## config.mk

```make
export PLATFORM = sky130hd
export DESIGN_NAME = twte_settle
export DESIGN_NICKNAME = d
export VERILOG_FILES = /design/src/hdl/twte_pkg.sv /design/src/hdl/twte_settle.sv
export SDC_FILE = /design/constraint.sdc
export NUM_CORES = 1
export LEC_CHECK = 0
export BUFFER_PORTS_ARGS = -buffer_cell sky130_fd_sc_hd__buf_2
export CORE_AREA = 2 2 115 117
export DETAILED_ROUTE_END_ITERATION = 10
export DIE_AREA = 0 0 117 119
export SYNTH_ARGS = -nofsm -noshare
export SYNTH_HDL_FRONTEND = slang
export SYNTH_SLANG_ARGS = --single-unit
```

## constraint.sdc

```tcl
create_clock -name clock -period 3.1 [get_ports clock]
set_input_delay 0.31 -clock clock [delete_from_list [all_inputs] [get_ports clock]]
set_output_delay 0.31 -clock clock [all_outputs]
set_load 0.005 [all_outputs]
```

## src/hdl/twte_pkg.sv

```systemverilog
`default_nettype none
// ----------------------------------------------------------------------------
// twte_pkg: shared types and constants of the wavetable tick engine
// Holds the request and response word layouts, the operation codes, the
// register indexes and the fixed numeric constants of the datapath.
// ----------------------------------------------------------------------------
package twte_pkg;

   // operation codes carried in a request word
   typedef enum logic [1:0] {
      OP_TICK   = 2'd0,
      OP_PITCH  = 2'd1,
      OP_VOLUME = 2'd2,
      OP_WRITE  = 2'd3
   } op_type;

   // register indexes of the csr port
   localparam int unsigned CSR_INDEX_W = 1;
   localparam int unsigned CSR_DATA_W  = 3;
   localparam logic [CSR_INDEX_W-1:0] CSR_ENABLE      = 1'd0;
   localparam logic [CSR_INDEX_W-1:0] CSR_WAVE_SELECT = 1'd1;

   // datapath constants
   localparam int unsigned PHASE_W      = 16;
   localparam int unsigned SAMPLE_W     = 16;
   localparam int unsigned GAIN_W       = 16;
   localparam int unsigned DAC_W        = 12;
   localparam int unsigned SETTLE_W     = 8;
   localparam int unsigned ADDR_W       = 13;
   localparam int unsigned INDEX_SHIFT  = 6;
   localparam int unsigned INDEX_W      = 10;
   localparam int unsigned GAIN_SHIFT   = 16;
   localparam int signed   DAC_MID      = 2048;
   localparam int signed   DAC_MAX      = 4095;
   localparam logic [SETTLE_W-1:0] SETTLE_LATCH = 8'd3;
   localparam logic [SETTLE_W-1:0] SETTLE_READY = 8'd5;

   // request word
   typedef struct packed {
      op_type                    op;
      logic [GAIN_W-1:0]         gain;
      logic [PHASE_W-1:0]        phase_step;
      logic [15:0]               stamp;
      logic [ADDR_W-1:0]         table_addr;
      logic signed [SAMPLE_W-1:0] table_data;
   } req_type;

   // response word
   typedef struct packed {
      logic [DAC_W-1:0] dac_code;
      logic [15:0]      pitch_period;
      logic [15:0]      volume_period;
      logic             pitch_ready;
      logic             volume_ready;
   } rsp_type;

   // settle channel result for the current tick
   typedef struct packed {
      logic [15:0] period;
      logic        ready;
   } settle_type;

   // per-tick side information that travels with the table sample
   typedef struct packed {
      logic [GAIN_W-1:0] gain;
      settle_type        pitch;
      settle_type        volume;
   } tick_meta_type;

endpackage
`default_nettype wire

```

## src/hdl/twte_settle.sv

```systemverilog
`default_nettype none
// ----------------------------------------------------------------------------
// twte_settle: edge settle counter of one antenna channel
// Stores the latest edge stamp, counts ticks since that edge, turns the
// stamp into a period on count three and flags ready on count five.
// ----------------------------------------------------------------------------
module twte_settle (
   input  wire logic              clock,
   input  wire logic              reset,
   input  wire logic              edge_hit,
   input  wire logic [15:0]       edge_stamp,
   input  wire logic              tick_hit,
   output twte_pkg::settle_type   result
);

   logic [15:0]                   stamp_ff, stamp_in;
   logic [15:0]                   prev_ff, prev_in;
   logic [15:0]                   interval_ff, interval_in;
   logic [twte_pkg::SETTLE_W-1:0] settle_ff, settle_in;
   logic [twte_pkg::SETTLE_W-1:0] count_inc;
   logic                          latch_hit;

   // count step and the values this tick reports
   always_comb begin
      count_inc     = settle_ff + 1'b1;
      latch_hit     = (count_inc == twte_pkg::SETTLE_LATCH);
      result.period = latch_hit ? 16'(stamp_ff - prev_ff) : interval_ff;
      result.ready  = tick_hit && (count_inc == twte_pkg::SETTLE_READY);
   end

   // next state
   always_comb begin
      stamp_in    = stamp_ff;
      prev_in     = prev_ff;
      interval_in = interval_ff;
      settle_in   = settle_ff;
      priority if (edge_hit) begin
         stamp_in  = edge_stamp;
         settle_in = '0;
      end else if (tick_hit) begin
         settle_in = count_inc;
         if (latch_hit) begin
            interval_in = result.period;
            prev_in     = stamp_ff;
         end
      end
   end

   always_ff @(posedge clock) begin
      if (reset) begin
         stamp_ff    <= '0;
         prev_ff     <= '0;
         interval_ff <= '0;
         settle_ff   <= '0;
      end else begin
         stamp_ff    <= stamp_in;
         prev_ff     <= prev_in;
         interval_ff <= interval_in;
         settle_ff   <= settle_in;
      end
   end

endmodule
`default_nettype wire

```

After elaboration in Yosys (flattened, before gate mapping)

Cells that the tools add are included.

Add/sub/neg operators: 2
Equal/unequal tests: 2
Muxes and demuxes: 1
Bitwise logic cells: 1
Reduce and logical (&&, ||, !) cells: 3

Operator list:

| cell                  | count |
|---|---|
| $mux W16              | 1 |
| $sub A16 B16 Y16      | 1 |
| $add A8 B1 Y8 const B | 1 |
| $eq A8 B2 Y1 const B  | 1 |
| $eq A8 B3 Y1 const B  | 1 |
| $reduce_and A3 Y1     | 1 |
| $reduce_or A2 Y1      | 1 |
| $logic_and A1 B1 Y1   | 1 |
| $not A1 Y1            | 1 |

Flip-flop bits (word level): 56
Input bits: 20
Output and inout port bits: 17
Logic and storage cells: 13

Depth between registers and ports, before layout

Gate-level depths: netlist (run 1).

Depth after elaboration: 3
Gate-level depth with buffers: 10
Gate-level depth less buffers: 10

Least setup slack after synthesis (run 1)

No wires, ideal clock.

Kind: reg2out
Start point: reg prev_ff[4]
End point: out result[15] (netlist name)
Data arrival time: 2.260 ns
Data required time: 2.790 ns
Setup slack: 0.530 ns
Stages on the path, launching flop included: 10
Path buffers: 0
Path through: dfxtp_1 -> inv_1 -> ha_1 -> a21o_1 -> a22o_1 -> o41ai_1 -> o31ai_1 -> o31ai_1 -> xor2_1 -> a21oi_1

RTL lines:

| element                  | RTL line          | text |
|---|---|---|
| start: declaration       | twte_settle.sv:17 | `logic [15:0] prev_ff, prev_in;` |
| start signal: assignment | twte_settle.sv:57 | `prev_ff <= prev_in;` |
| end: declaration         | twte_settle.sv:13 | `output twte_pkg::settle_type result` |

==> reports/summary.md, run 1 <==
The worst-case headroom to the max-slew limit is 56.7%, and the final critical delay including setup and external delays is 2.97 ns. At the pin with the least slew margin, the transition time is 0.644 ns. In the final timing run, aggregate negative setup slack is 0 ns. Dividing the detail-routed via count by the number of cells gives 4.35. The largest area contributor in the synthesized netlist was dfxtp_1. For the maximum clock frequency, the log shows 0.337 GHz.

By area the synthesized netlist is led by dfxtp_1 (36%), ha_1 (7.2%), nand2_1 (7.0%). The tools report the post-synthesis cell type count as 45. The run finished with clean final reports.

At the worst endpoint, the arrival time is 2.66 ns. The tools report the count of max-cap constraint violations as 0. The number of hold buffers added after CTS was 0. After detailed routing, the average wire length per cell comes to 12.0 microns. The clock arrives with 0.00661 ns of skew. The maximum clock insertion buffer count is 2. Cells fill 28.3% of the core in the end. The clock-pin slew of the registers on the worst-case setup and hold paths is 0.07 ns. The number of synthesized register bits works out to 56.

The H-tree was split into 2 levels. The first global-routing pass estimated 11400 microns of wire. The number of nets at the end of the flow is 439. The later pin in the worst-skew pair is clocked with a latency of 0.29 ns.

The synthesized netlist occupies a cell area of 0.00311 sq mm. In this run the core area contains 42 standard-cell rows. Counting stages on the worst path, the most repeated cell is and3_4. Relative to the synthesized area, the layout overhead comes to 17.2%. The tools report the overall die area as 0.0139 sq mm.

During synthesis, Yosys emitted a total of 0 warnings. The nature of the critical path endpoint is a primary output. During I/O placement, the number of pins put on the boundary was 37. The final period utilization was 95.7%. The cell family contributing the most delay on the critical path is simple AND/OR/NAND/NOR gates.

Of all flip-flops after synthesis, the portion carrying an async set or reset was 0%. The via total after detailed routing was 2517. Global routing used 10.2% of the available tracks. Dividing the synthesized area by the synthesized cell count gives 8.41 sq um. The logs give 50 for the maximum number of pins on one net before global-route repair and 24.2% for the initial core utilization. Setup slack on the critical path of the routed design comes to 0.132 ns.

Library cell contributing the largest single delay on the critical path: dfxtp_1. The number of buffers and inverters on the critical path is 2. The multi-input combinational cells in the finished layout cover a total of 0.00184 sq mm. Worst min-delay path category: input pin to flop.

The peak fanout along the critical path is 20, and the area of the placeable core is 0.0129 sq mm. Input and output buffers added on the ports amount to 36. The pre-CTS setup slack came out at 0.223 ns. The instance area after placement is 0.00345 sq mm, and the number of antenna violations at the first check in global routing is 1. Counting the fill cells in the layout gives 1352. In the final layout, the share of cells above drive strength 1 is 19.7%. The worst-case IR drop observed on VDD is 220 uV.

The final cell area excluding filler cells was 0.00365 sq mm; the cell count after synthesis was 370. Worst hold slack after final layout: 0.252 ns. Setup repair after global routing left no endpoint under its margin.

Global routing finished with a remaining overflow of 0. The hold violation count in the final report is 0, and the number of antenna-violating nets in the routed design is 0. The power per standard cell area works out to 430 mW/mm^2. Clock tree synthesis inserted a total of 5 buffers. Yosys mapped a number of flops with a built-in enable equal to 0. The worst setup path is launched from a flop. Synthesis produced a netlist with a net count of 409. After legalization and detailed placement, the total HPWL measured 5040 microns.

Registers take 0.00112 sq mm. The sequential share of the synthesized area came out at 36.0%. Clock root buffer: clkbuf_16. At the worst endpoint, the required time is 2.79 ns. Routability-driven placement finished with a final weighted congestion of 0.835.

The setup path with the least slack is of type flop to primary output. The logs give 0 for the final number of max-transition violations and 2355 for the via count of the first global-routing pass. Setup violations remaining at the end of the flow were counted as 0. Measured along the x axis, the die boundary spans 117 microns.

The largest single stage delay on the critical path is 0.42 ns. TritonCTS built the clock tree. The height of the die is 119 microns, and the total iterations of the first detailed-routing run is 4. The DRC violation count after routing was 0; the number of DRC markers after the initial detailed-route iteration was 181. The wire length after detailed routing was 6930 microns; the leakage power was 1.45 nW.

Traced cell by cell, the critical path runs through and3_4 -> and3_4 -> mux2_4 -> a21oi_2 -> nand3_4 -> nor2_1 -> buf_6 -> mux2_2 -> buf_2. The commonest register cell after synthesis was dfxtp_1. The proportion of netlist area held by the largest area contributor is 36.0%, and the number of sinks on the clock net is 56.
[cells by family after synthesis]
group | Yosys count | share of synthesized area, %
AOI/OAI and AO/OA | 67 | 12.5
DFF | 56 | 36.0
buffers and inverters | 42 | 6.07
adders and majority gates | 19 | 7.88
muxes | 32 | 10.9
and+or+nand+nor | 130 | 19.8
xor gates and xnor gates | 24 | 6.76
[cell usage in the layout (no fill, tap or decap), drive strengths merged, types with 2 or more instances in the layout]
cell type	instances
mux2i	19
nand2b	3
xnor2	10
or3	3
clkinv	2
a21o	3
mux2	13
nor2	41
nor3	2
clkbuf	6
nand3	4
o21ai	9
ha	18
inv	24
a31oi	2
o31ai	3
nand2	58
dfxtp	56
nand4	6
a211oi	5
and3	4
a21oi	39
or2	3
buf	41
xor2	14
[tightest hold or removal path, cell delays in order]
cell and delay, ns:
buf_2 0.07, mux2i_1 0.05, nor2_1 0.07
[registers in the layout (all words and copies together) (netlist names)]
| register | cells |
|---|---|
| stamp_ff | 16 |
| prev_ff | 16 |
| settle_ff | 8 |
| interval_ff | 16 |
[stage by stage]
| step | std cells | power, mW |
|---|---|---|
| final | 578 | 1.57 |
| after global routing | 577 | 1.64 |
| after CTS | 577 | 1.58 |
| after detailed placement | 569 | 0.991 |
| after global placement | 569 | 0.988 |
| after floorplan | 370 | 0.928 |
[worst paths after layout]
kind,from,end,slack (ns),depth (start not counted)
hold reg to reg,prev_ff[14],prev_ff[14],0.45,2
hold / removal,edge_stamp[11],stamp_ff[11],0.25,3
setup / recovery,settle_ff[2],result[3],0.13,9
setup reg to reg,settle_ff[2],interval_ff[12],0.61,8
[power by group]
group	switching (mW)	leakage, nW	internal (mW)
Combinational	0.138	0.922	0.105
Sequential	0.0130	0.454	0.733
Clock	0.259	0.0766	0.319
Total	0.410	1.45	1.16
[per-layer routing]
metal / share of wire (%) / track usage (%) / wire length, microns / up-vias
met5: 0 / 0 / 0 / -
met4: 2.2 / 4.12 / 151 / 0
met3: 3.8 / 2.34 / 266 / 9
met2: 46 / 16.4 / 3170 / 46
met1: 48 / 13.2 / 3350 / 1163
li1: - / - / - / 1299
[repair_timing]
action,CTS,global route
resized for setup,3,9
endpoints found under the setup margin,3,13
pin swaps,0,2
buffers inserted,0,0
hold endpoints to repair,0,0
[cell usage after synthesis (2+ instances only)]
master	number
nand2_1	58
dfxtp_1	56
nor2_1	41
a21oi_1	38
inv_1	24
mux2i_1	19
ha_1	18
xor2_1	14
mux2_2	12
clkbuf_1	10
xnor2_1	10
o21ai_0	9
nand4_1	6
a211oi_1	5
buf_2	5
a21o_1	3
nand2b_1	3
nand3_1	3
o31ai_1	3
or2_2	3
or3_1	3
a31oi_1	2
and3_4	2
buf_6	2
[final cells by class]
| class | count | area share [%] |
|---|---|---|
| sequential | 56 | 30.7 |
| inverter | 24 | 2.47 |
| clock buffer | 6 | 3.81 |
| tap | 176 | 6.04 |
| antenna | 1 | 0.0686 |
| timing repair buffer | 41 | 6.07 |
| multi-input combinational | 272 | 50.5 |
| clock inverter | 2 | 0.274 |
No activity file was read; power rests on OpenSTA's default activity.
==> run 2: changes to the inputs <==
--- a/config.mk
+++ b/config.mk
@@ -9,6 +9,7 @@
 export CORE_AREA = 2 2 115 117
 export DETAILED_ROUTE_END_ITERATION = 10
 export DIE_AREA = 0 0 117 119
+export GPL_TIMING_DRIVEN = 0
 export SYNTH_ARGS = -nofsm -noshare
 export SYNTH_HDL_FRONTEND = slang
 export SYNTH_SLANG_ARGS = --single-unit
==> constraint.sdc (replaced) <==
create_clock -name clock -period 3.8 [get_ports clock]
set_input_delay 0.38 -clock clock [delete_from_list [all_inputs] [get_ports clock]]
set_output_delay 0.38 -clock clock [all_outputs]
set_load 0.005 [all_outputs]
==> run 2 against run 1 <==
Final cell count up 1.7%. Wire length up 3.7%. Flip-flop and latch count unchanged. Worst hold slack better by 0.071 ns. Non-clock buffer count up 11. Clock skew down 0.0015 ns. Sequential share of layout area down 0.095 points. First-iteration DRC count down 32%. Sequential power down 18%. Total power down 20%. Global-route usage up 0.38 points. Die area unchanged. Critical path type unchanged. Critical endpoint is now result[15]. Highest routed layer unchanged.
==> reports/summary.md, run 2 (synthesized netlist as in run 1, its figures left out) <==
Setup repair after global routing left no endpoint under its margin. STA classifies the critical path startpoint as a flop. For hold timing, the worst endpoint is stamp_ff[4]. The total negative slack for setup checks was 0 ns. The worst stage delay on the critical path is 0.43 ns. In this run the static leakage power is 1.47 nW.

The worst hold path was traced through 3 stages. Library cell contributing the largest single delay on the critical path: o31ai_1. The tools report the clock root buffer as clkbuf_16. The count of nets left with antenna violations once routing finished came out at 0. Walking the worst path, the cells encountered are inv_1 -> ha_1 -> fa_1 -> o21ai_0 -> a22o_1 -> o41ai_2 -> o31ai_1 -> o31ai_1 -> xor2_1 -> a21oi_1 -> buf_2.

The library cells used most frequently in the layout, excluding fill and tap cells, are nand2_1 (58), dfxtp_1 (56), nor2_1 (41). The tool flagged a number of max-cap violations equal to 0. The hold violation count in the final report is 0.

For this run, design rule violations remaining after detail routing come to 0. For the final number of max-transition violations, the log shows 0. Clock latency on the worst-skew pair, taken at its later pin, is 0.29 ns. Hold is met by 0.323 ns. Timing would allow up to 0.294 GHz. In this run the number of H-tree levels came out at 2. The critical setup path kind is flop to primary output. Headroom to the max-slew limit came out at 42.8%.

Compared with the post-synthesis result, the final layout area differs by 17.6%. In this run the standard cell core region covers 0.0129 sq mm. The die width is 117 microns. The number of clock buffers inserted by TritonCTS is 5.

The clock drives 56 sinks. IR analysis of the VDD net gives a maximum drop of 149 uV. TritonCTS built the clock tree.

The tools report the capture point of the worst reg-to-reg path as interval_ff[14]. The overall die area was 0.0139 sq mm; the maximum clock skew at final layout was 0.00515 ns. Summing over every cut layer, the via total after detailed routing is 2556. After legalization and detailed placement, the total HPWL measured 5420 microns.

During I/O placement, the number of pins put on the boundary was 37. The overflow left after global routing came out at 0. Summed over all layers, the routed wires come to 7190 microns. The total iterations of the first detailed-routing run was 4.

The number of buffers and inverters on the critical path was 2. Dividing the detail-routed wire length by the instance count gives 12.2 microns. Counting cells, the worst reg-to-reg path comes to 10. Port buffering added 34 buffers.

In the global route stage, overall resource usage came out at 10.6%. The tools report the pre-CTS setup slack as 0.552 ns. Clock-pin slew was measured on the worst setup and hold paths at 0.07 ns. The height of the die is 119 microns, and the routability congestion estimate is 0.817. In the finished design, the share of the clock period the worst path needs comes to 89.5%. For the internal reg-to-reg setup slack, the log shows 1.08 ns. The cell seen most often among critical-path stages is o31ai_1.

After detailed routing, the number of vias per cell comes to 4.35. The nature of the critical path endpoint was a primary output. The via count of the first global-routing pass came out at 2419.

The post-route netlist has 18.2% of its cells at a drive strength greater than 1. For the area of combinational cells with multiple inputs, the log shows 0.00181 sq mm. The tools report the number of DRC markers after the initial detailed-route iteration as 123. Leaving out fill and tap cells, the most frequent cell in the layout is nand2_1. The run gives 1389 as the layout filler cell count. The initial utilization of the core area, before any placement, comes to 24.2%. After layout, the minimum clock period comes to 3.40 ns. Total power for the finished layout comes to 1.26 mW. The power per standard cell area is 345 mW/mm^2, and the count of placed standard cells including taps is 580. The first global-routing pass estimated 11800 microns of wire. The transition time at the pin with the least slew margin is 0.858 ns, and the number of diodes is 0.

No sink is reached through more buffers than the 2 on the longest clock path. The data arrival time of the critical path was 3.02 ns; the peak fanout along the critical path was 3. For this design, the CTS-stage hold fixing added 0 buffers. On the critical path the largest part of the delay comes from compound AO/OA/AOI/OAI gates.

In the final design database the tool counted 450 nets. The count of non-filler cells in the finished layout came out at 588. The final setup violation count was 0.

Worst min-delay path category: input pin to flop. The number of antenna violations at the first check in global routing was 0. Startpoint of the lowest-slack hold path: edge_stamp[4]. In this run the critical register-to-register path is launched from stamp_ff[0].

Registers take 0.00112 sq mm. The largest registers in the layout are interval_ff (16), prev_ff (16), stamp_ff (16). The run finished with clean final reports.

Number of core rows: 42. The endpoint required time on the critical path was 3.42 ns; the setup slack after layout was 0.400 ns. Entering global routing, the biggest net connects 17 pins.
[run 2: worst max path at each step]
stage / startpoint / to / slack, ns / cells after the start
floorplan: prev_ff[4] / result[15] / 1.16 / 9
global placement: prev_ff[4] / result[15] / 0.59 / 10
detailed placement: prev_ff[4] / result[15] / 0.55 / 10
CTS: prev_ff[4] / result[15] / 0.21 / 10
global route: stamp_ff[0] / result[15] / 0.21 / 11
finish: stamp_ff[0] / result[15] / 0.40 / 11
[run 2: repair_timing]
action,in CTS,in global routing
endpoints found under the hold margin,0,0
buffers inserted,0,0
endpoints found under the setup margin,0,1
gates resized for setup,0,1
[run 2: power by group]
group          switching [mW]  total [mW]  internal (mW)
registers              0.0110       0.609          0.598
clock network           0.202       0.462          0.260
logic                   0.110       0.190         0.0800
total                   0.323        1.26          0.939
[run 2: worst min-delay path, stage by stage]
cell and delay (ns):
buf_2 0.07, mux2i_1 0.05, nor2_1 0.07
[run 2: final cells by class]
cell class,count,share of cell area [%]
multi-input cells,272,49.5
flip-flops and latches,56,30.6
well taps,176,6.02
repair buffers,34,4.65
clock buffers,6,3.80
plain buffers,18,2.70
inverters,24,2.46
clock inverters,2,0.274
[run 2: routing by layer]
metal | GRT usage [%] | up-vias | wire [microns]
met2 | 18.1 | 48 | 3460
met5 | 0 | - | 0
met4 | 3.16 | 0 | 89
met3 | 2.09 | 6 | 230
met1 | 13.5 | 1172 | 3410
li1 | - | 1330 | -
[run 2: through the flow]
| step | util (%) | instance area [sq um] |
|---|---|---|
| 2_1_floorplan | - | 3110 |
| 3_3_place_gp | 27.2 | 3500 |
| 3_5_place_dp | 27.2 | 3500 |
| 4_1_cts | 28.4 | 3650 |
| 5_1_grt | 28.4 | 3660 |
| 6_report | 28.4 | 3660 |
==> run 3: changes to the inputs <==
--- a/config.mk
+++ b/config.mk
@@ -10,6 +10,7 @@
 export DETAILED_ROUTE_END_ITERATION = 10
 export DIE_AREA = 0 0 117 119
 export GPL_TIMING_DRIVEN = 0
+export PLACE_DENSITY = 0.43
 export SYNTH_ARGS = -nofsm -noshare
 export SYNTH_HDL_FRONTEND = slang
 export SYNTH_SLANG_ARGS = --single-unit
==> run 3 against run 2 <==
Setup slack got worse by 0.038 ns. Final cell count fell by 0.17%. Total power rose by 1.9%. Via count fell by 0.63%. Sequential share of layout area barely moved. Flip-flop and latch count did not move. Sequential power barely moved. First-iteration DRC count fell by 40%. Die area did not move. Critical endpoint unchanged.
==> reports/summary.md, run 3 (synthesized netlist as in run 1, its figures left out) <==
Net switching is 25.7% of the power. The clock root buffer was clkbuf_16. The die width is 117 microns.

At the later pin of the worst-skew pair, clock insertion delay measures 0.30 ns. 0 antenna diodes ended up in the layout. The total iterations of the first detailed-routing run was 4; the wire length after detailed routing was 7450 microns. The tools report the maximum clock skew at final layout as 0.00650 ns. Setup slack on the critical path of the routed design comes to 0.361 ns.

The launching point of the worst reg2reg path was stamp_ff[0]. In this run the deepest clock path goes through 2 buffers. In the routed design, unresolved DRC markers number 0.

The tools report the count of non-filler cells in the finished layout as 587. The final cell area excluding filler cells came out at 0.00366 sq mm. The number of clock buffers inserted by TritonCTS is 5, and the transition time at the pin with the least slew margin is 0.846 ns.

For the wire length on met1, the log shows 3610 microns. STA classifies the critical path startpoint as a flop. Based on the critical path, the design can be clocked at up to 0.291 GHz. Across every metal layer, demand over resource in global routing totals 11.3%. Clock-pin slew was measured on the worst setup and hold paths at 0.07 ns. For the combinational cell fraction of total power, the log shows 14.7%. The part of the power in registers is 47.4%. The floorplan step defined a die boundary enclosing 0.0139 sq mm. Measured in cells, the most critical reg-to-reg path has a length of 10. Once detailed placement completed, the half-perimeter wirelength came to 5570 microns. The area growth from synthesis to layout is 17.7%. For the number of antenna violations at the first check in global routing, the log shows 0. In this run the most critical hold path is launched from edge_stamp[15]. Using the TritonRoute via totals, the vias-per-cell ratio works out to 4.33. The congestion estimate from routability-driven global placement came to 0.818.

The count of placed standard cells including taps was 580; the final period utilization was 90.5%. The number of hold buffers added after CTS came out at 0. The via count of the first global-routing pass is 2345.

Along the worst path, the maximum fanout reaches 3. The routed layout has 2540 vias. Number of nets at the end of the flow: 450. The final setup violation count was 0. The worst min-delay path category was input pin to flop. The number of buffer cells added on primary ports is 34.

The critical setup path kind was flop to primary output. Setup repair after global routing left no endpoint under its margin. The tools report the hold violation count in the final report as 0. The proportion of layout cells with a drive suffix above 1 is 18.0%, and the number of core rows is 42. TritonCTS built the clock tree.

The number of setup buffers added after CTS is 0. For the total negative slack for setup checks, the log shows 0 ns. VDD sags by at most 155 uV. Number of sinks on the clock net: 56. The flow ran to the end, and the final reports show no timing, DRC or antenna violations.

The tools report the worst hold slack after final layout as 0.316 ns. The clock network burns 37.9% of the power. The final number of max-transition violations came out at 0.

For this configuration, the core starts out at a cell density of 24.2%. The wire length on met3 came out at 217 microns. For this run the aggregate overflow at the end of global routing stands at 0. For this design the top-level I/O count stands at 37. The number of resized instances in the post-cts repair step is 0, and the final critical delay including setup and external delays is 3.44 ns.

The first global-routing pass estimated 12100 microns of wire. The top layer used by detailed routing was met4. The H-tree was split into 2 levels. Most frequent standard cell in the layout excluding fill and tap cells: nand2_1.

For this design the ratio of total power to cell area is 351 mW/mm^2. The instance area after placement came out at 0.00350 sq mm. Entering global routing, the biggest net connects 16 pins.

The launching instance or port of the critical path is stamp_ff[0]. STA puts the critical path data arrival time at 3.06 ns. For the worst setup path, the data required time is 3.42 ns.

In the detailed route, the total length drawn on met2 is 3440 microns. The routed length per instance came out at 12.7 microns. The largest registers in the layout are interval_ff (16), prev_ff (16), stamp_ff (16). Prior to clock tree synthesis, the placed netlist has a worst setup slack of 0.475 ns.

The worst-case headroom to the max-slew limit came out at 43.6%. After the first detailed-routing iteration, the DRC count stood at 74. For this design the static power due to leakage is 1.47 nW. Summed over all nets, the switching power comes to 0.330 mW.

For this run, the share of the core covered by cells in the final layout is 28.4%. The number of antenna-violating nets in the routed design was 0; the layout filler cell count was 1396. The height of the die works out to 119 microns. The total area inside the core boundary comes to 0.0129 sq mm. Overall power consumption after layout is estimated at 1.29 mW.

The nature of the critical path endpoint is a primary output. The worst hold path was traced through 3 stages. The count of max-cap constraint violations is 0, and the internal power of the cells is 0.956 mW. The top cell types in the final layout, fill and taps aside, are nand2_1 (58), dfxtp_1 (56), nor2_1 (41).
==> run 3: cell count changes in the layout (fill, tap and decap cells not counted), sizes merged <==
cell / previous run / this run
clkinv: 2 / 0
clkbuf: 17 / 18
==> run 3: worst max-delay path, cell delays in order (launching register included) <==
cell     delay, ns
dfxtp_1       0.37
inv_1         0.06
ha_1          0.22
fa_1          0.41
o21ai_0       0.26
a22o_1        0.22
o41ai_2       0.12
o31ai_1       0.43
o31ai_1       0.14
xor2_1        0.28
a21oi_1       0.11
buf_2         0.14
==> run 3: cell type report <==
cell class	count	area [sq um]	share of cell area, %
Clock buffer	7	153	4.17
Inverter	24	90.1	2.46
Sequential cell	56	1120	30.6
Tap cell	176	220	6.01
Multi-Input combinational cell	272	1810	49.4
Timing Repair Buffer	34	170	4.65
Buffer	18	98.8	2.70
==> run 3: power groups by stage <==
stage / registers (mW) / logic [mW] / clock network [mW]
after floorplan: 0.619 / 0.138 / 0
after global placement: 0.623 / 0.190 / 0
after detailed placement: 0.623 / 0.190 / 0
after CTS: 0.609 / 0.192 / 0.511
after global routing: 0.611 / 0.214 / 0.537
final: 0.609 / 0.190 / 0.487
==> run 3: path summary, 6_finish.rpt <==
path | to | slack, ns
setup / recovery | result[15] | 0.36
hold / removal | stamp_ff[15] | 0.32
setup reg to reg | interval_ff[14] | 1.03
hold reg to reg | interval_ff[6] | 0.45
==> run 3: per-layer routing <==
layer | GRT usage, % | vias to the layer above
met5 | 0 | -
met4 | 4.56 | 0
met3 | 2.29 | 11
met2 | 18.1 | 40
met1 | 14.9 | 1159
li1 | - | 1330
