File: config.mk
export PLATFORM = sky130hd
export DESIGN_NAME = twte_dac_scale
export DESIGN_NICKNAME = d
export VERILOG_FILES = /design/src/hdl/twte_pkg.sv /design/src/hdl/twte_dac_scale.sv
export SDC_FILE = /design/constraint.sdc
export NUM_CORES = 1
export LEC_CHECK = 0
export CAP_MARGIN = 20
export CORE_UTILIZATION = 30
export CTS_CLUSTER_SIZE = 12
export DETAILED_ROUTE_END_ITERATION = 8
export DONT_BUFFER_PORTS = 1
export GPL_ROUTABILITY_DRIVEN = 0
export HOLD_SLACK_MARGIN = 0.12
export SYNTH_ARGS = -nofsm -noshare
export SYNTH_HDL_FRONTEND = slang
export SYNTH_SLANG_ARGS = --single-unit
File: constraint.sdc
create_clock -name clock -period 9.4 [get_ports clock]
set_input_delay 1.88 -clock clock [delete_from_list [all_inputs] [get_ports clock]]
set_output_delay 1.88 -clock clock [all_outputs]
set_load 0.02 [all_outputs]
File: src/hdl/twte_pkg.sv
`default_nettype none
// ----------------------------------------------------------------------------
// twte_pkg: shared types and constants of the wavetable tick engine
// Holds the request and response word layouts, the operation codes, the
// register indexes and the fixed numeric constants of the datapath.
// ----------------------------------------------------------------------------
package twte_pkg;

   // operation codes carried in a request word
   typedef enum logic [1:0] {
      OP_TICK   = 2'd0,
      OP_PITCH  = 2'd1,
      OP_VOLUME = 2'd2,
      OP_WRITE  = 2'd3
   } op_type;

   // register indexes of the csr port
   localparam int unsigned CSR_INDEX_W = 1;
   localparam int unsigned CSR_DATA_W  = 3;
   localparam logic [CSR_INDEX_W-1:0] CSR_ENABLE      = 1'd0;
   localparam logic [CSR_INDEX_W-1:0] CSR_WAVE_SELECT = 1'd1;

   // datapath constants
   localparam int unsigned PHASE_W      = 16;
   localparam int unsigned SAMPLE_W     = 16;
   localparam int unsigned GAIN_W       = 16;
   localparam int unsigned DAC_W        = 12;
   localparam int unsigned SETTLE_W     = 8;
   localparam int unsigned ADDR_W       = 13;
   localparam int unsigned INDEX_SHIFT  = 6;
   localparam int unsigned INDEX_W      = 10;
   localparam int unsigned GAIN_SHIFT   = 16;
   localparam int signed   DAC_MID      = 2048;
   localparam int signed   DAC_MAX      = 4095;
   localparam logic [SETTLE_W-1:0] SETTLE_LATCH = 8'd3;
   localparam logic [SETTLE_W-1:0] SETTLE_READY = 8'd5;

   // request word
   typedef struct packed {
      op_type                    op;
      logic [GAIN_W-1:0]         gain;
      logic [PHASE_W-1:0]        phase_step;
      logic [15:0]               stamp;
      logic [ADDR_W-1:0]         table_addr;
      logic signed [SAMPLE_W-1:0] table_data;
   } req_type;

   // response word
   typedef struct packed {
      logic [DAC_W-1:0] dac_code;
      logic [15:0]      pitch_period;
      logic [15:0]      volume_period;
      logic             pitch_ready;
      logic             volume_ready;
   } rsp_type;

   // settle channel result for the current tick
   typedef struct packed {
      logic [15:0] period;
      logic        ready;
   } settle_type;

   // per-tick side information that travels with the table sample
   typedef struct packed {
      logic [GAIN_W-1:0] gain;
      settle_type        pitch;
      settle_type        volume;
   } tick_meta_type;

endpackage
`default_nettype wire

File: src/hdl/twte_dac_scale.sv
`default_nettype none
// ----------------------------------------------------------------------------
// twte_dac_scale: gain multiply and dac code stages
// Stage one registers the signed sample times gain product, stage two
// takes the upper half, adds mid-scale, saturates and holds the response.
// ----------------------------------------------------------------------------
module twte_dac_scale (
   input  wire logic                                 clock,
   input  wire logic                                 reset,
   input  wire logic                                 in_valid,
   output logic                                      in_ready,
   input  wire logic signed [twte_pkg::SAMPLE_W-1:0] in_sample,
   input  wire twte_pkg::tick_meta_type              in_meta,
   output logic                                      out_valid,
   input  wire logic                                 out_ready,
   output twte_pkg::rsp_type                         out_data
);

   localparam int unsigned PROD_W = twte_pkg::SAMPLE_W + twte_pkg::GAIN_W;
   localparam int unsigned SUM_W  = twte_pkg::SAMPLE_W + 2;

   logic                          mul_valid_ff, mul_valid_in;
   logic signed [PROD_W-1:0]      prod_ff, prod_in;
   twte_pkg::tick_meta_type       mul_meta_ff;
   logic                          out_valid_ff, out_valid_in;
   twte_pkg::rsp_type             out_data_ff, out_data_in;
   logic                          mul_en;
   logic                          out_en;
   logic signed [PROD_W-1:0]      prod_full;
   logic signed [twte_pkg::SAMPLE_W-1:0] scaled;
   logic signed [SUM_W-1:0]       code_sum;

   // stage enables, bubbles collapse
   assign out_en   = !out_valid_ff || out_ready;
   assign mul_en   = !mul_valid_ff || out_en;
   assign in_ready = mul_en;

   // signed sample times unsigned gain, fits in 32 bits
   always_comb begin
      prod_full    = in_sample * $signed({1'b0, in_meta.gain});
      prod_in      = prod_full;
      mul_valid_in = in_valid;
   end

   // arithmetic shift by 16, offset and clamp
   always_comb begin
      scaled   = prod_ff[PROD_W-1:twte_pkg::GAIN_SHIFT];
      code_sum = SUM_W'(scaled) + SUM_W'(twte_pkg::DAC_MID);
      priority if (code_sum < 0) begin
         out_data_in.dac_code = '0;
      end else if (code_sum > SUM_W'(twte_pkg::DAC_MAX)) begin
         out_data_in.dac_code = twte_pkg::DAC_W'(twte_pkg::DAC_MAX);
      end else begin
         out_data_in.dac_code = code_sum[twte_pkg::DAC_W-1:0];
      end
      out_data_in.pitch_period  = mul_meta_ff.pitch.period;
      out_data_in.volume_period = mul_meta_ff.volume.period;
      out_data_in.pitch_ready   = mul_meta_ff.pitch.ready;
      out_data_in.volume_ready  = mul_meta_ff.volume.ready;
      out_valid_in              = mul_valid_ff;
   end

   // control registers
   always_ff @(posedge clock) begin
      if (reset) begin
         mul_valid_ff <= 1'b0;
         out_valid_ff <= 1'b0;
      end else begin
         if (mul_en) begin
            mul_valid_ff <= mul_valid_in;
         end
         if (out_en) begin
            out_valid_ff <= out_valid_in;
         end
      end
   end

   // payload registers
   always_ff @(posedge clock) begin
      if (mul_en) begin
         prod_ff     <= prod_in;
         mul_meta_ff <= in_meta;
      end
      if (out_en) begin
         out_data_ff <= out_data_in;
      end
   end

   assign out_valid = out_valid_ff;
   assign out_data  = out_data_ff;

endmodule
`default_nettype wire

Yosys cells after proc, flatten, opt, wreduce, memory -nomap -nowiden --
Cells that the tools add are included.
Operators by class: add/sub/neg operators 1, multiply operators 1, div/mod/pow operators 0, $lt $le $gt $ge 2, equal/unequal tests 0, shift-type cells 0, multiplexer cells 1, bitwise logic cells 0, reductions and logical operators 4
Operators by type and width (number):
- 16-bit by 17-bit multiplier with 32-bit output | 1
- 16-bit by 13-bit adder with 17-bit output (second input constant) | 1
- 17-bit by 13-bit greater-than comparator with 1-bit output (second input constant) | 1
- 17-bit by 1-bit less-than comparator with 1-bit output (second input constant) | 1
- 12-bit two-way mux | 1
- 1-bit logical NOT | 2
- 1-bit logical OR | 2
Word-level totals: register bits after elaboration 114, bits in latches 0, RAM bits 0, bits in read-only memories 0, input bits 70, logic and storage cells 21, memories 0

Longest topological paths before layout --
Gate-level depths: netlist of the first run.
word-level depth 3, gate-level depth with buffers 20, depth with buffers taken out 19

Worst setup path after synthesis of the first run --
Ideal clock, no wire load.
path type input to register, from input port in_meta[41] (netlist name), to register prod_ff[27] (data pin), setup time 0.266 ns, arrival 6.932 ns, path slack 2.203 ns, cell stages on the path 20, buffers on the path 1, cell sequence clkbuf_1 nand2_1 fa_1 inv_1 fa_1 inv_1 fa_1 inv_1 fa_1 fa_1 inv_1 fa_1 inv_1 ha_1 and4_1 and3_4 a41oi_2 a31oi_2 a2111oi_4 xnor2_1
Between the ends: word-level cells in the longest chain between the ends 1
Ends and longest elaborated chain:
- start: declaration | line twte_dac_scale.sv:13 | input wire twte_pkg::tick_meta_type in_meta,
- 16-bit by 17-bit multiplier with 32-bit output | line twte_dac_scale.sv:40 | prod_full = in_sample * $signed({1'b0, in_meta.gain});
- named net prod_full[27] | line twte_dac_scale.sv:29 | logic signed [PROD_W-1:0] prod_full;
- end signal: assignment | line twte_dac_scale.sv:81 | prod_ff <= prod_in;
- end: declaration | line twte_dac_scale.sv:23 | logic signed [PROD_W-1:0] prod_ff, prod_in;
The timed path passes the listed nets, and every way through them passes these cells. A chain may end at the register's enable or synchronous reset.

Worst setup path after layout of the first run --
from input port in_sample[15] (netlist name), to register prod_ff[27] (data pin)
Between the ends: word-level cells in the longest chain between the ends 1
Ends and longest elaborated chain:
- start: declaration | line twte_dac_scale.sv:12 | input wire logic signed [twte_pkg::SAMPLE_W-1:0] in_sample,
- 16-bit by 17-bit multiplier with 32-bit output | line twte_dac_scale.sv:40
- named net prod_full[27] | line twte_dac_scale.sv:29
The timed path passes the listed nets, and every way through them passes these cells.

==> impl.org, run 1 <==
** Outcome
- Result of the run :: completed

** Cells and area
- Number of diodes added for antenna fixing :: 0
- The net count of the finished layout is 1508.
- From synthesis to final layout, the design area changed by 6.69%.
- The multi-input combinational cells in the finished layout cover a total of 0.00794 mm².
- Ratio of cells with drive above 1 in the final layout :: 0.0229
- In the final layout, flip-flops and latches occupy 0.00292 mm².
- Fill cells :: 3980
- For this run, the number of standard cells in the final layout without fillers is 1652.

** Floorplan
- The die is 201 µm tall.
- For this configuration, the core starts out at a cell density of 0.306.
- Number of placement rows :: 72
- The die is 201 µm wide.
- The core region is 0.0389 mm².
- The die covers 0.0405 mm².
- Number of ports placed on the die boundary :: 118

** STA
- Setup total negative slack on the finished layout was measured at 0 ns.
- The max-slew violation total from the final report is 0.
- Max Fclk :: 145 MHz
- Min Tclk post-route :: 6.90 ns
- Final period util :: 0.734
- For the pin with the worst max-slew slack, the measured transition is 0.633 ns.
- Setup violations remaining at the end of the flow were counted as 0.
- For the final database, setup skew stands at 0.00755 ns.
- Worst setup margin :: 2.50 ns
- Headroom to the max-slew limit came out at 0.578.
- The final hold violation count came to 0.
- RSZ-0062 raised after global routing :: false

** Logic synthesis
- Most used DFF post-synth :: sky130_fd_sc_hd__edfxtp_1
- Synthesis produced a netlist with a net count of 1536.
- Yosys top cell by area :: sky130_fd_sc_hd__fa_1
- For this run, the number of Yosys warnings is 0.
- Counting flops and latches in the post-synthesis netlist gives 98.
- Synth Instances :: 1157
- Biggest area contributors in the synthesized netlist :: sky130_fd_sc_hd__fa_1, sky130_fd_sc_hd__edfxtp_1, sky130_fd_sc_hd__ha_1
- The most common cell in the synthesized netlist is sky130_fd_sc_hd__inv_1.
- Mean area per synthesized cell :: 10.3 µm²
- The synthesized design contains 96 enable-type register cells.
- Sequential element share of the synthesized area :: 0.245
- Cell types with the highest counts after synthesis :: sky130_fd_sc_hd__inv_1, sky130_fd_sc_hd__fa_1, sky130_fd_sc_hd__nand2_1, sky130_fd_sc_hd__and2_1, sky130_fd_sc_hd__ha_1
- Yosys mapped the design onto 47 distinct sky130hd cell types.
- Async SR Flop Fraction :: 0
- Post-synthesis instance area :: 0.0119 mm²
- The share of synthesized area in the top cell type comes to 0.324.

** Global route
- Entering global routing, the biggest net connects 51 pins.
- The first global-routing pass estimated 43900 µm of wire.
- Combined global-route utilization of all metal layers :: 0.135
- Antenna violations before repair :: 0
- Global route overflow :: 0
- The number of global-route vias before repair was 8365.

** Setup path
- Crit start category :: input pin
- For the worst setup path, the data required time is 9.47 ns.
- The worst setup path is captured at a flop.
- Crit path kind :: in -> reg
- Crit-path max FO :: 11
- At the worst endpoint, the arrival time is 6.97 ns.

** Clock tree
- The cell sitting at the root of the clock tree is a sky130_fd_sc_hd__clkbuf_16.
- The clock net in this run drives a total of 98 sinks.
- Hold bufs inserted after CTS :: 0
- Once the clock tree was built, the resizer swapped 0 gates to a different size.
- Clock latency on the worst-skew pair, taken at its later pin, is 0.33 ns.
- Post-CTS timing repair inserted 0 buffers for setup.
- TritonCTS clock tree :: done
- CTS built an H-tree with a depth of 3.
- In this run the deepest clock path goes through 2 buffers.
- Total clock buffers created by CTS :: 9
- Clock slew at reported path FFs :: 0.06 ns

** Routing
- Count of routing violations after the opening detailed-route iteration :: 632
- Final Routed Wirelength :: 26600 µm
- Post-route ant nets :: 0
- Summing over every cut layer, the via total after detailed routing is 7727.
- After detailed routing, the number of remaining DRC violations is 0.
- Avg Vias per Cell :: 4.68
- Average detailed-routed wire length per instance :: 16.1 µm
- Initial DRT Pass Iterations :: 5

** Placed design
- The count of buffers added on input and output ports is 0.
- Half-perimeter wire length after placement :: 21400 µm
- Timing analysis after detailed placement gives a worst setup slack of 2.14 ns.
- Counting tap cells, the placed design contains a total of 1636 instances.

** Min path
- The tightest min-delay check is of the reg -> reg type.

** Run
- Max-cap violations in this run came to 0.
path summary, 6_finish.rpt:
path                   startpoint           end  slack (ns)  cells after the start
hold / removal    mul_meta_ff[15]  out_data[16]        0.42                      0
setup / recovery    in_sample[15]   prod_ff[27]        2.50                     17
hold reg to reg   mul_meta_ff[15]  out_data[16]        0.42                      0
setup reg to reg      prod_ff[27]  out_data[35]        7.22                      6
state kept, by name (all words and copies together) (netlist names):
| name | flops |
|---|---|
| out_data | 46 |
| mul_meta_ff | 34 |
| prod_ff | 16 |
| mul_valid_ff | 1 |
| out_valid | 1 |
logic make-up (layout without fill, tap and decap cells):
family,Yosys count,in the layout,synth area share
AO/OA/AOI/OAI,109,109,0.0616
XOR/XNOR,18,18,0.0132
adder cells (fa/ha/maj),309,309,0.446
buffers and inverters,278,255,0.0883
flip-flops,98,98,0.245
AND/OR/NAND/NOR,345,345,0.145
metal layers:
metal	track usage	vias up	wire length (µm)
met5	0	-	0
met4	0.0298	0	367
li1	-	3574	-
met3	0.0146	30	1080
met2	0.221	241	12100
met1	0.191	3882	13100
final cells by class:
class                           instances  area share
Multi-Input combinational cell        781       0.625
Sequential cell                        98       0.230
Inverter                              237      0.0700
Tap cell                              518      0.0510
Clock buffer                           11      0.0183
Clock inverter                          5     0.00473
Timing Repair Buffer                    2     0.00118
worst max-delay path: stages:
cell                        delay (ns)
sky130_fd_sc_hd__inv_1            0.29
sky130_fd_sc_hd__nor2_1           0.10
sky130_fd_sc_hd__fa_1             0.52
sky130_fd_sc_hd__fa_1             0.43
sky130_fd_sc_hd__fa_1             0.52
sky130_fd_sc_hd__fa_1             0.45
sky130_fd_sc_hd__fa_1             0.50
sky130_fd_sc_hd__inv_1            0.05
sky130_fd_sc_hd__fa_1             0.48
sky130_fd_sc_hd__inv_1            0.04
sky130_fd_sc_hd__ha_1             0.32
sky130_fd_sc_hd__and4_1           0.24
sky130_fd_sc_hd__and3_4           0.19
sky130_fd_sc_hd__a41oi_2          0.23
sky130_fd_sc_hd__a31oi_2          0.20
sky130_fd_sc_hd__a2111oi_4        0.41
sky130_fd_sc_hd__xnor2_1          0.10
stage by stage:
stage                     cell area [µm²]   util  hold slack (ns)
after floorplan                     11900      -            0.400
after global placement              12400  0.319            0.400
after detailed placement            12400  0.319            0.405
after CTS                           12700  0.326            0.420
after global routing                12700  0.326            0.421
final                               12700  0.326            0.417
cells in the final DEF (no fill, tap or decap), types with 7 or more instances in the layout:
cell	instances
sky130_fd_sc_hd__xnor2_1	13
sky130_fd_sc_hd__a211oi_1	7
sky130_fd_sc_hd__a21o_1	7
sky130_fd_sc_hd__fa_1	193
sky130_fd_sc_hd__ha_1	116
sky130_fd_sc_hd__and2_1	124
sky130_fd_sc_hd__nand2b_1	7
sky130_fd_sc_hd__a21oi_1	30
sky130_fd_sc_hd__nor3_1	8
sky130_fd_sc_hd__o21a_1	17
sky130_fd_sc_hd__inv_1	235
sky130_fd_sc_hd__nand2_1	148
sky130_fd_sc_hd__nand4_1	12
sky130_fd_sc_hd__o21ai_0	17
sky130_fd_sc_hd__edfxtp_1	96
sky130_fd_sc_hd__clkbuf_16	9
sky130_fd_sc_hd__nor2_1	27
Power of run 1 is not shown: default switching activity piles up to over one toggle a cycle in this logic, so the estimate is an artifact.
==> inputs of run 2 (changes only) <==
Clock period 9.4 ns to 6.1 ns, I/O delays scaled along.
==> run 2 against run 1 <==
  * Cell count is 3.1% higher
  * Cell area grew 4.9%
  * Worst hold slack got worse by 0.0046 ns
  * Die area unchanged
  * Setup slack got worse by 2.4 ns
  * Utilization up 1.6 points
  * First-iteration DRC count fell by 29%
  * Via count increased by 1.4%
  * Register-to-register slack got worse by 3.3 ns
  * Highest routed layer unchanged
==> impl.org, run 2 (synthesis gave the netlist of run 1 again) <==
** Outcome
- The run finished with clean final reports.

** Placed design
- The detailed placer's ending HPWL came to 21700 µm (+1.2%).
- Port buffer count :: 0 (unchanged)
- Standard cell area after detailed placement :: 0.0129 mm² (+4.2%)
- The setup slack at placement was -0.267 ns (-2.41 ns).

** Clock tree
- The clock transition time at the flip-flop clock pins of the worst setup and hold paths came to 0.07 ns (about the same).
- Sinks on Clock Net :: 98 (unchanged)
- TritonCTS built the clock tree.
- Buffer levels on the longest clock path :: 2 (unchanged)
- The tree is rooted in a sky130_fd_sc_hd__clkbuf_16.
- Hold bufs inserted after CTS :: 0 (unchanged)
- The total clock buffers created by CTS was 9 (unchanged).
- The H-tree depth is 3 (unchanged).
- The clock insertion delay at the later pin of the skew report came to 0.33 ns (about the same).

** Routing
- Post-route ant nets :: 0 (unchanged)
- The detailed-route wire length on metal 1 is 13100 µm (about the same).
- Met3 Routed Length :: 1200 µm (+11%)
- The final wirelength came to 27000 µm (+1.3%).
- The number of DRC violations after detailed routing is 0 (unchanged).
- Average detailed-routed wire length per instance :: 15.8 µm (-1.8%)
- The highest metal layer carrying signal wires in the routed design is met4.
- The number of vias per cell is 4.60 (-1.6%).
- Count of routing violations after the opening detailed-route iteration :: 446 (-29%)
- Detail Route met2 WL :: 12300 µm (+1.7%)
- The iteration count of the initial detailed-routing pass came to 4 (-1).
- Overall via count from detail_route :: 7839 (+1.4%)

** Run
- The max-cap check violation count is 0 (unchanged).

** STA
- The setup clock skew after layout came to 0.00770 ns (+0.000146 ns).
- The final setup violation count came to 0 (unchanged).
- Static timing analysis puts the maximum clock frequency at 167 MHz.
- Dividing the final minimum period by the clock period gives 0.980.
- The final total negative setup slack was 0 ns (unchanged).
- Min Tclk post-route :: 5.98 ns
- The final-layout worst hold slack was 0.412 ns (-0.00457 ns).
- Final hold violation count :: 0 (unchanged)
- The remaining max-slew budget at the tightest pin came to 0.580 (+0.00139).
- Setup repair after global routing left no endpoint under its margin.
- Total count of max-transition violations in the final report :: 0 (unchanged)
- The least setup slack across all paths after layout was 0.121 ns (-2.38 ns).
- The worst-margin pin slew was 0.631 ns (-0.00209 ns).

** Cells and area
- Leaving out fill and tap cells, the most frequent cell in the layout is sky130_fd_sc_hd__inv_1.
- The share of final-layout standard cells stronger than drive strength 1 is 0.0979 (+0.0750).
- Number of nets in the finished design :: 1559 (+3.4%)
- Final std cell area, no fill :: 0.0133 mm² (+4.9%)
- Area growth from synthesis to layout :: 11.9%
- Number of diodes added for antenna fixing :: 0 (unchanged)
- In the layout the commonest cells are sky130_fd_sc_hd__inv_1, sky130_fd_sc_hd__fa_1, sky130_fd_sc_hd__nand2_1.
- Fill cells :: 3970 (-0.25%)
- The flip-flop count of the largest register after layout came to 46 (unchanged).

** Global route
- Global route overflow :: 0 (unchanged)
- The number of global-route vias before repair came to 8515 (+1.8%).
- Largest net degree at the start of global routing :: 51 (unchanged)
- The global-route usage over all layers is 0.136 (+0.00182).
- Wire length of the first global-routing pass :: 44500 µm (+1.5%)
- The initial antenna violation count was 0 (unchanged).

** Setup path
- Logic depth of the worst register-to-register path :: 6 (unchanged)
- Crit path kind :: in -> reg
- Start point of the critical path :: in_sample[15]
- Worst setup endpoint :: prod_ff[27]
- Crit start category :: input pin
- The critical path arrival is 6.05 ns (-0.92 ns).
- The worst setup path is captured at a flop.
- The maximum fanout count along the critical path was 8 (-3).
- Traced cell by cell, the critical path runs through clkinvlp_4, buf_4, nor2_1, fa_1, fa_1, fa_1, fa_1, fa_1, inv_1, fa_1, inv_1, ha_4, buf_4, and3_4, a41oi_4, a31oi_4, a2111oi_4, xnor2_1.
- The worst register-to-register path begins at prod_ff[27].
- The worst register-to-register path ends at out_data[35].
- The worst path required time came to 6.17 ns (-3.30 ns).
- The critical path's largest stage delay is 0.53 ns (about the same).
- The largest individual stage delay along the critical path comes from the cell sky130_fd_sc_hd__fa_1.
- Reg2Reg Setup Slack :: 3.93 ns (-3.29 ns)
- Most common cell type on the critical path :: sky130_fd_sc_hd__fa_1

** Floorplan
- Number of ports placed on the die boundary :: 118 (unchanged)
- The floorplan core area is 0.0389 mm² (unchanged).
- Chip height :: 201 µm (unchanged)
- The initial cell density of the core is 0.306 (unchanged).
- Number of placement rows :: 72 (unchanged)
- The horizontal die dimension came to 201 µm (unchanged).
- Overall die area :: 0.0405 mm² (unchanged)

** Min path
- The startpoint identified for the worst hold timing path is mul_meta_ff[6].
- Min-delay worst type :: reg -> reg
run 2: cell types whose count changed in the layout (fill, tap and decap cells not counted), sizes merged:
cell	delta
clkbuf	-1
clkinv	+1
clkinvlp	+1
inv	-1
buf	+51
run 2: layer usage:
metal	track usage	vias up
met5	0	-
met4	0.0281	0
met3	0.0202	25
met2	0.225	230
met1	0.190	3908
li1	-	3676
run 2: per-stage QoR:
step                      std cells  utilization
after global routing           1703        0.342
after detailed placement       1682        0.332
final                          1703        0.342
after global placement         1682        0.332
after floorplan                1157            -
after CTS                      1698        0.340
run 2: final cells by class:
| class | count | area [µm²] | area share |
|---|---|---|---|
| Clock buffer | 10 | 229 | 0.0172 |
| Clock inverter | 6 | 65.1 | 0.00488 |
| Inverter | 237 | 893 | 0.0671 |
| Multi-Input combinational cell | 781 | 8170 | 0.613 |
| Sequential cell | 98 | 2920 | 0.219 |
| Tap cell | 518 | 648 | 0.0486 |
| Timing Repair Buffer | 53 | 398 | 0.0299 |
run 2: worst min-delay path by stage:
stage / cells past startpoint / end
after CTS: 0 / out_data[7]
final: 0 / out_data[7]
after global placement: 0 / out_data[21]
after detailed placement: 0 / out_data[15]
after floorplan: 0 / out_data[0]
after global routing: 0 / out_data[7]
run 2: worst max-delay path, delay by kind of cell:
| kind | cells | cell delay, ns |
|---|---|---|
| compound gates | 3 | 0.77 |
| buf+inv | 5 | 0.56 |
| fa+ha+maj | 7 | 3.08 |
| xor+xnor | 1 | 0.10 |
| simple gates | 2 | 0.29 |
run 2: what timing repair did:
action                                  4_1_cts  5_1_grt
resized for setup                             0       16
endpoints found under the setup margin        0        8
buffers inserted                              0        5
Power of run 2 is left out for the same reason.
==> inputs of run 3 (changes only) <==
Settings changed: CORE_UTILIZATION 30 to 40.
==> run 3 against run 2 <==
  * Critical path depth did not move
  * Fmax barely moved
  * Setup slack improved by 0.0025 ns
  * Via count rose by 0.78%
  * Sequential share of layout area rose by 0.26 points
  * Non-clock buffer count fell by 1
  * Register-to-register slack barely moved
  * Critical endpoint unchanged
  * Highest routed layer unchanged
==> impl.org, run 3 (synthesis gave the netlist of run 1 again) <==
** Routing
- The total number of vias was 7900 (+0.78%).
- Initial DRT Pass Iterations :: 7 (+3)
- Final Routed Wirelength :: 27500 µm (+2.0%)
- Avg Vias per Cell :: 5.04 (+9.5%)
- The number of DRC violations after detailed routing is 0 (unchanged).
- Average detailed-routed wire length per instance :: 17.5 µm (+11%)
- The remaining antenna violation count is 0 (unchanged).
- Count of routing violations after the opening detailed-route iteration :: 496 (+11%)

** STA
- The final hold violation count is 0 (unchanged).
- Min Tclk post-route :: 5.98 ns (-0.00245 ns)
- Relative slew slack :: 0.543 (-0.0365)
- Worst-margin pin slew :: 0.686 ns (+0.0548 ns)
- The final-layout worst hold slack came to 0.415 ns (+0.00252 ns).
- The final setup violation count was 0 (unchanged).
- Total count of max-transition violations in the final report :: 0 (unchanged)
- The post-route fraction of the period consumed by the critical path is 0.980 (about the same).
- The peak clock frequency supported by timing came to 167 MHz (about the same).
- The setup clock skew after layout was 0.00666 ns (-0.00104 ns).
- Setup repair after global routing left no endpoint under its margin.

** Global route
- The initial antenna violation count was 0 (unchanged).
- Wire length of the first global-routing pass :: 45700 µm (+2.7%)
- Number of global-route vias before repair :: 8693 (+2.1%)
- Largest net degree at the start of global routing :: 52 (+2.0%)
- The global-route usage over all layers was 0.191 (+0.0547).
- The total overflow reported by the global router was 0 (unchanged).

** Floorplan
- Chip height :: 175 µm (-13%)
- The area enclosed by the die boundary came to 0.0305 mm² (-25%).
- The horizontal die dimension came to 175 µm (-13%).
- Initial Utilization :: 0.410 (+0.104)
- The number of standard-cell rows in the floorplan was 62 (-14%).
- Core area :: 0.0290 mm² (-25%)
- The number of top-level pins is 118 (unchanged).

** Cells and area
- Most used cells in the layout excluding fill and tap cells :: sky130_fd_sc_hd__inv_1, sky130_fd_sc_hd__fa_1, sky130_fd_sc_hd__nand2_1
- From synthesis to final layout, the design area changed by 10.6%.
- The share of final-layout standard cells stronger than drive strength 1 was 0.101 (+0.00262).
- The fill cell total of the finished layout came to 2812 (-29%).
- Leaving out fill and tap cells, the most frequent cell in the layout is sky130_fd_sc_hd__inv_1.
- Number of nets in the finished design :: 1558 (-0.064%)
- The utilization of the core after routing was 0.454 (+0.111).
- The flip-flop count of the largest register after layout is 46 (unchanged).
- Number of diodes added for antenna fixing :: 0 (unchanged)

** Clock tree
- The clock insertion delay at the later pin of the skew report came to 0.33 ns (about the same).
- The clock transition time at the flip-flop clock pins of the worst setup and hold paths was 0.07 ns (about the same).
- The count of hold buffers inserted by post-cts repair was 0 (unchanged).
- Root Buffer Master :: sky130_fd_sc_hd__clkbuf_16
- TritonCTS built the clock tree.
- The total clock buffers created by CTS came to 9 (unchanged).
- H-tree depth :: 3 (unchanged)
- Buffer levels on the longest clock path :: 2 (unchanged)
- Sinks on Clock Net :: 98 (unchanged)

** Setup path
- Crit-path max FO :: 16 (+8)
- Cell-by-cell listing of the critical path :: and2_1, fa_1, inv_2, fa_1, fa_1, inv_1, fa_1, fa_1, inv_1, fa_1, inv_1, ha_4, and4_4, and3_4, a41oi_4, a31oi_4, a2111oi_4, xnor2_1
- Critical path capture point type :: flop
- Most common cell type on the critical path :: sky130_fd_sc_hd__fa_1
- Crit path kind :: in -> reg
- The slowest stage of the critical path is the sky130_fd_sc_hd__fa_1 cell.
- Critical path's largest stage delay :: 0.55 ns (+0.02 ns)
- The critical path arrival was 6.05 ns (about the same).
- Data required time of the critical path :: 6.17 ns (about the same)
- Crit start category :: input pin

** Min path
- Min-delay worst type :: reg -> reg

** Placed design
- Half-perimeter wire length after placement :: 22100 µm (+2.0%)
- The count of port buffers added during placement is 0 (unchanged).

** Outcome
- Result of the run :: completed

** Run
- Max-cap check violation count :: 0 (unchanged)
run 3: cell count changes in the layout (fill, tap and decap cells not counted), sizes merged:
cell	previous run	this run
buf	53	52
clkinv	3	4
bufinv	1	0
inv	237	238
clkbuf	10	9
run 3: worst paths after layout:
check,start,endpoint,slack (ns),cells after the start
worst max-delay path,in_sample[6],prod_ff[27],0.12,18
worst min-delay path,mul_meta_ff[25],out_data[25],0.41,0
worst max register to register,prod_ff[27],out_data[42],3.94,6
worst min register to register,mul_meta_ff[25],out_data[25],0.41,0
run 3: per-stage QoR:
step,std cells,setup WS [ns],cell area (µm²),TNS [ns]
after global routing,1568,0.00394,13200,0
after detailed placement,1548,-0.243,12800,-2.15
after global placement,1548,-0.214,12800,-1.62
after CTS,1564,0.105,13100,0
after floorplan,1157,-0.0923,12200,-0.140
final,1568,0.124,13200,0
run 3: layout make-up:
class	instances	area, µm²	share of cell area
repair buffers	52	403	0.0306
multi-input cells	781	8180	0.621
clock inverters	7	60.1	0.00456
clock buffers	9	225	0.0171
inverters	237	893	0.0679
flip-flops and latches	98	2920	0.222
well taps	384	480	0.0365
run 3: layer usage:
layer	part of all wire	global-route usage	up-vias
met4	0.0052	0.0264	0
met2	0.50	0.335	212
met5	0	0	-
li1	-	-	3675
met3	0.056	0.0289	8
met1	0.44	0.255	4005
run 3: critical path, delay by kind of cell:
family / cells / cell delay [ns]
compound gates: 3 / 0.78
simple gates: 3 / 0.54
xor+xnor: 1 / 0.10
buf+inv: 4 / 0.21
fa+ha+maj: 7 / 3.18
run 3: what timing repair did:
action | 4_1_cts | 5_1_grt
gates resized for setup | 0 | 23
setup buffers | 0 | 4
setup endpoints to repair | 0 | 9
Power of run 3 is left out for the same reason.
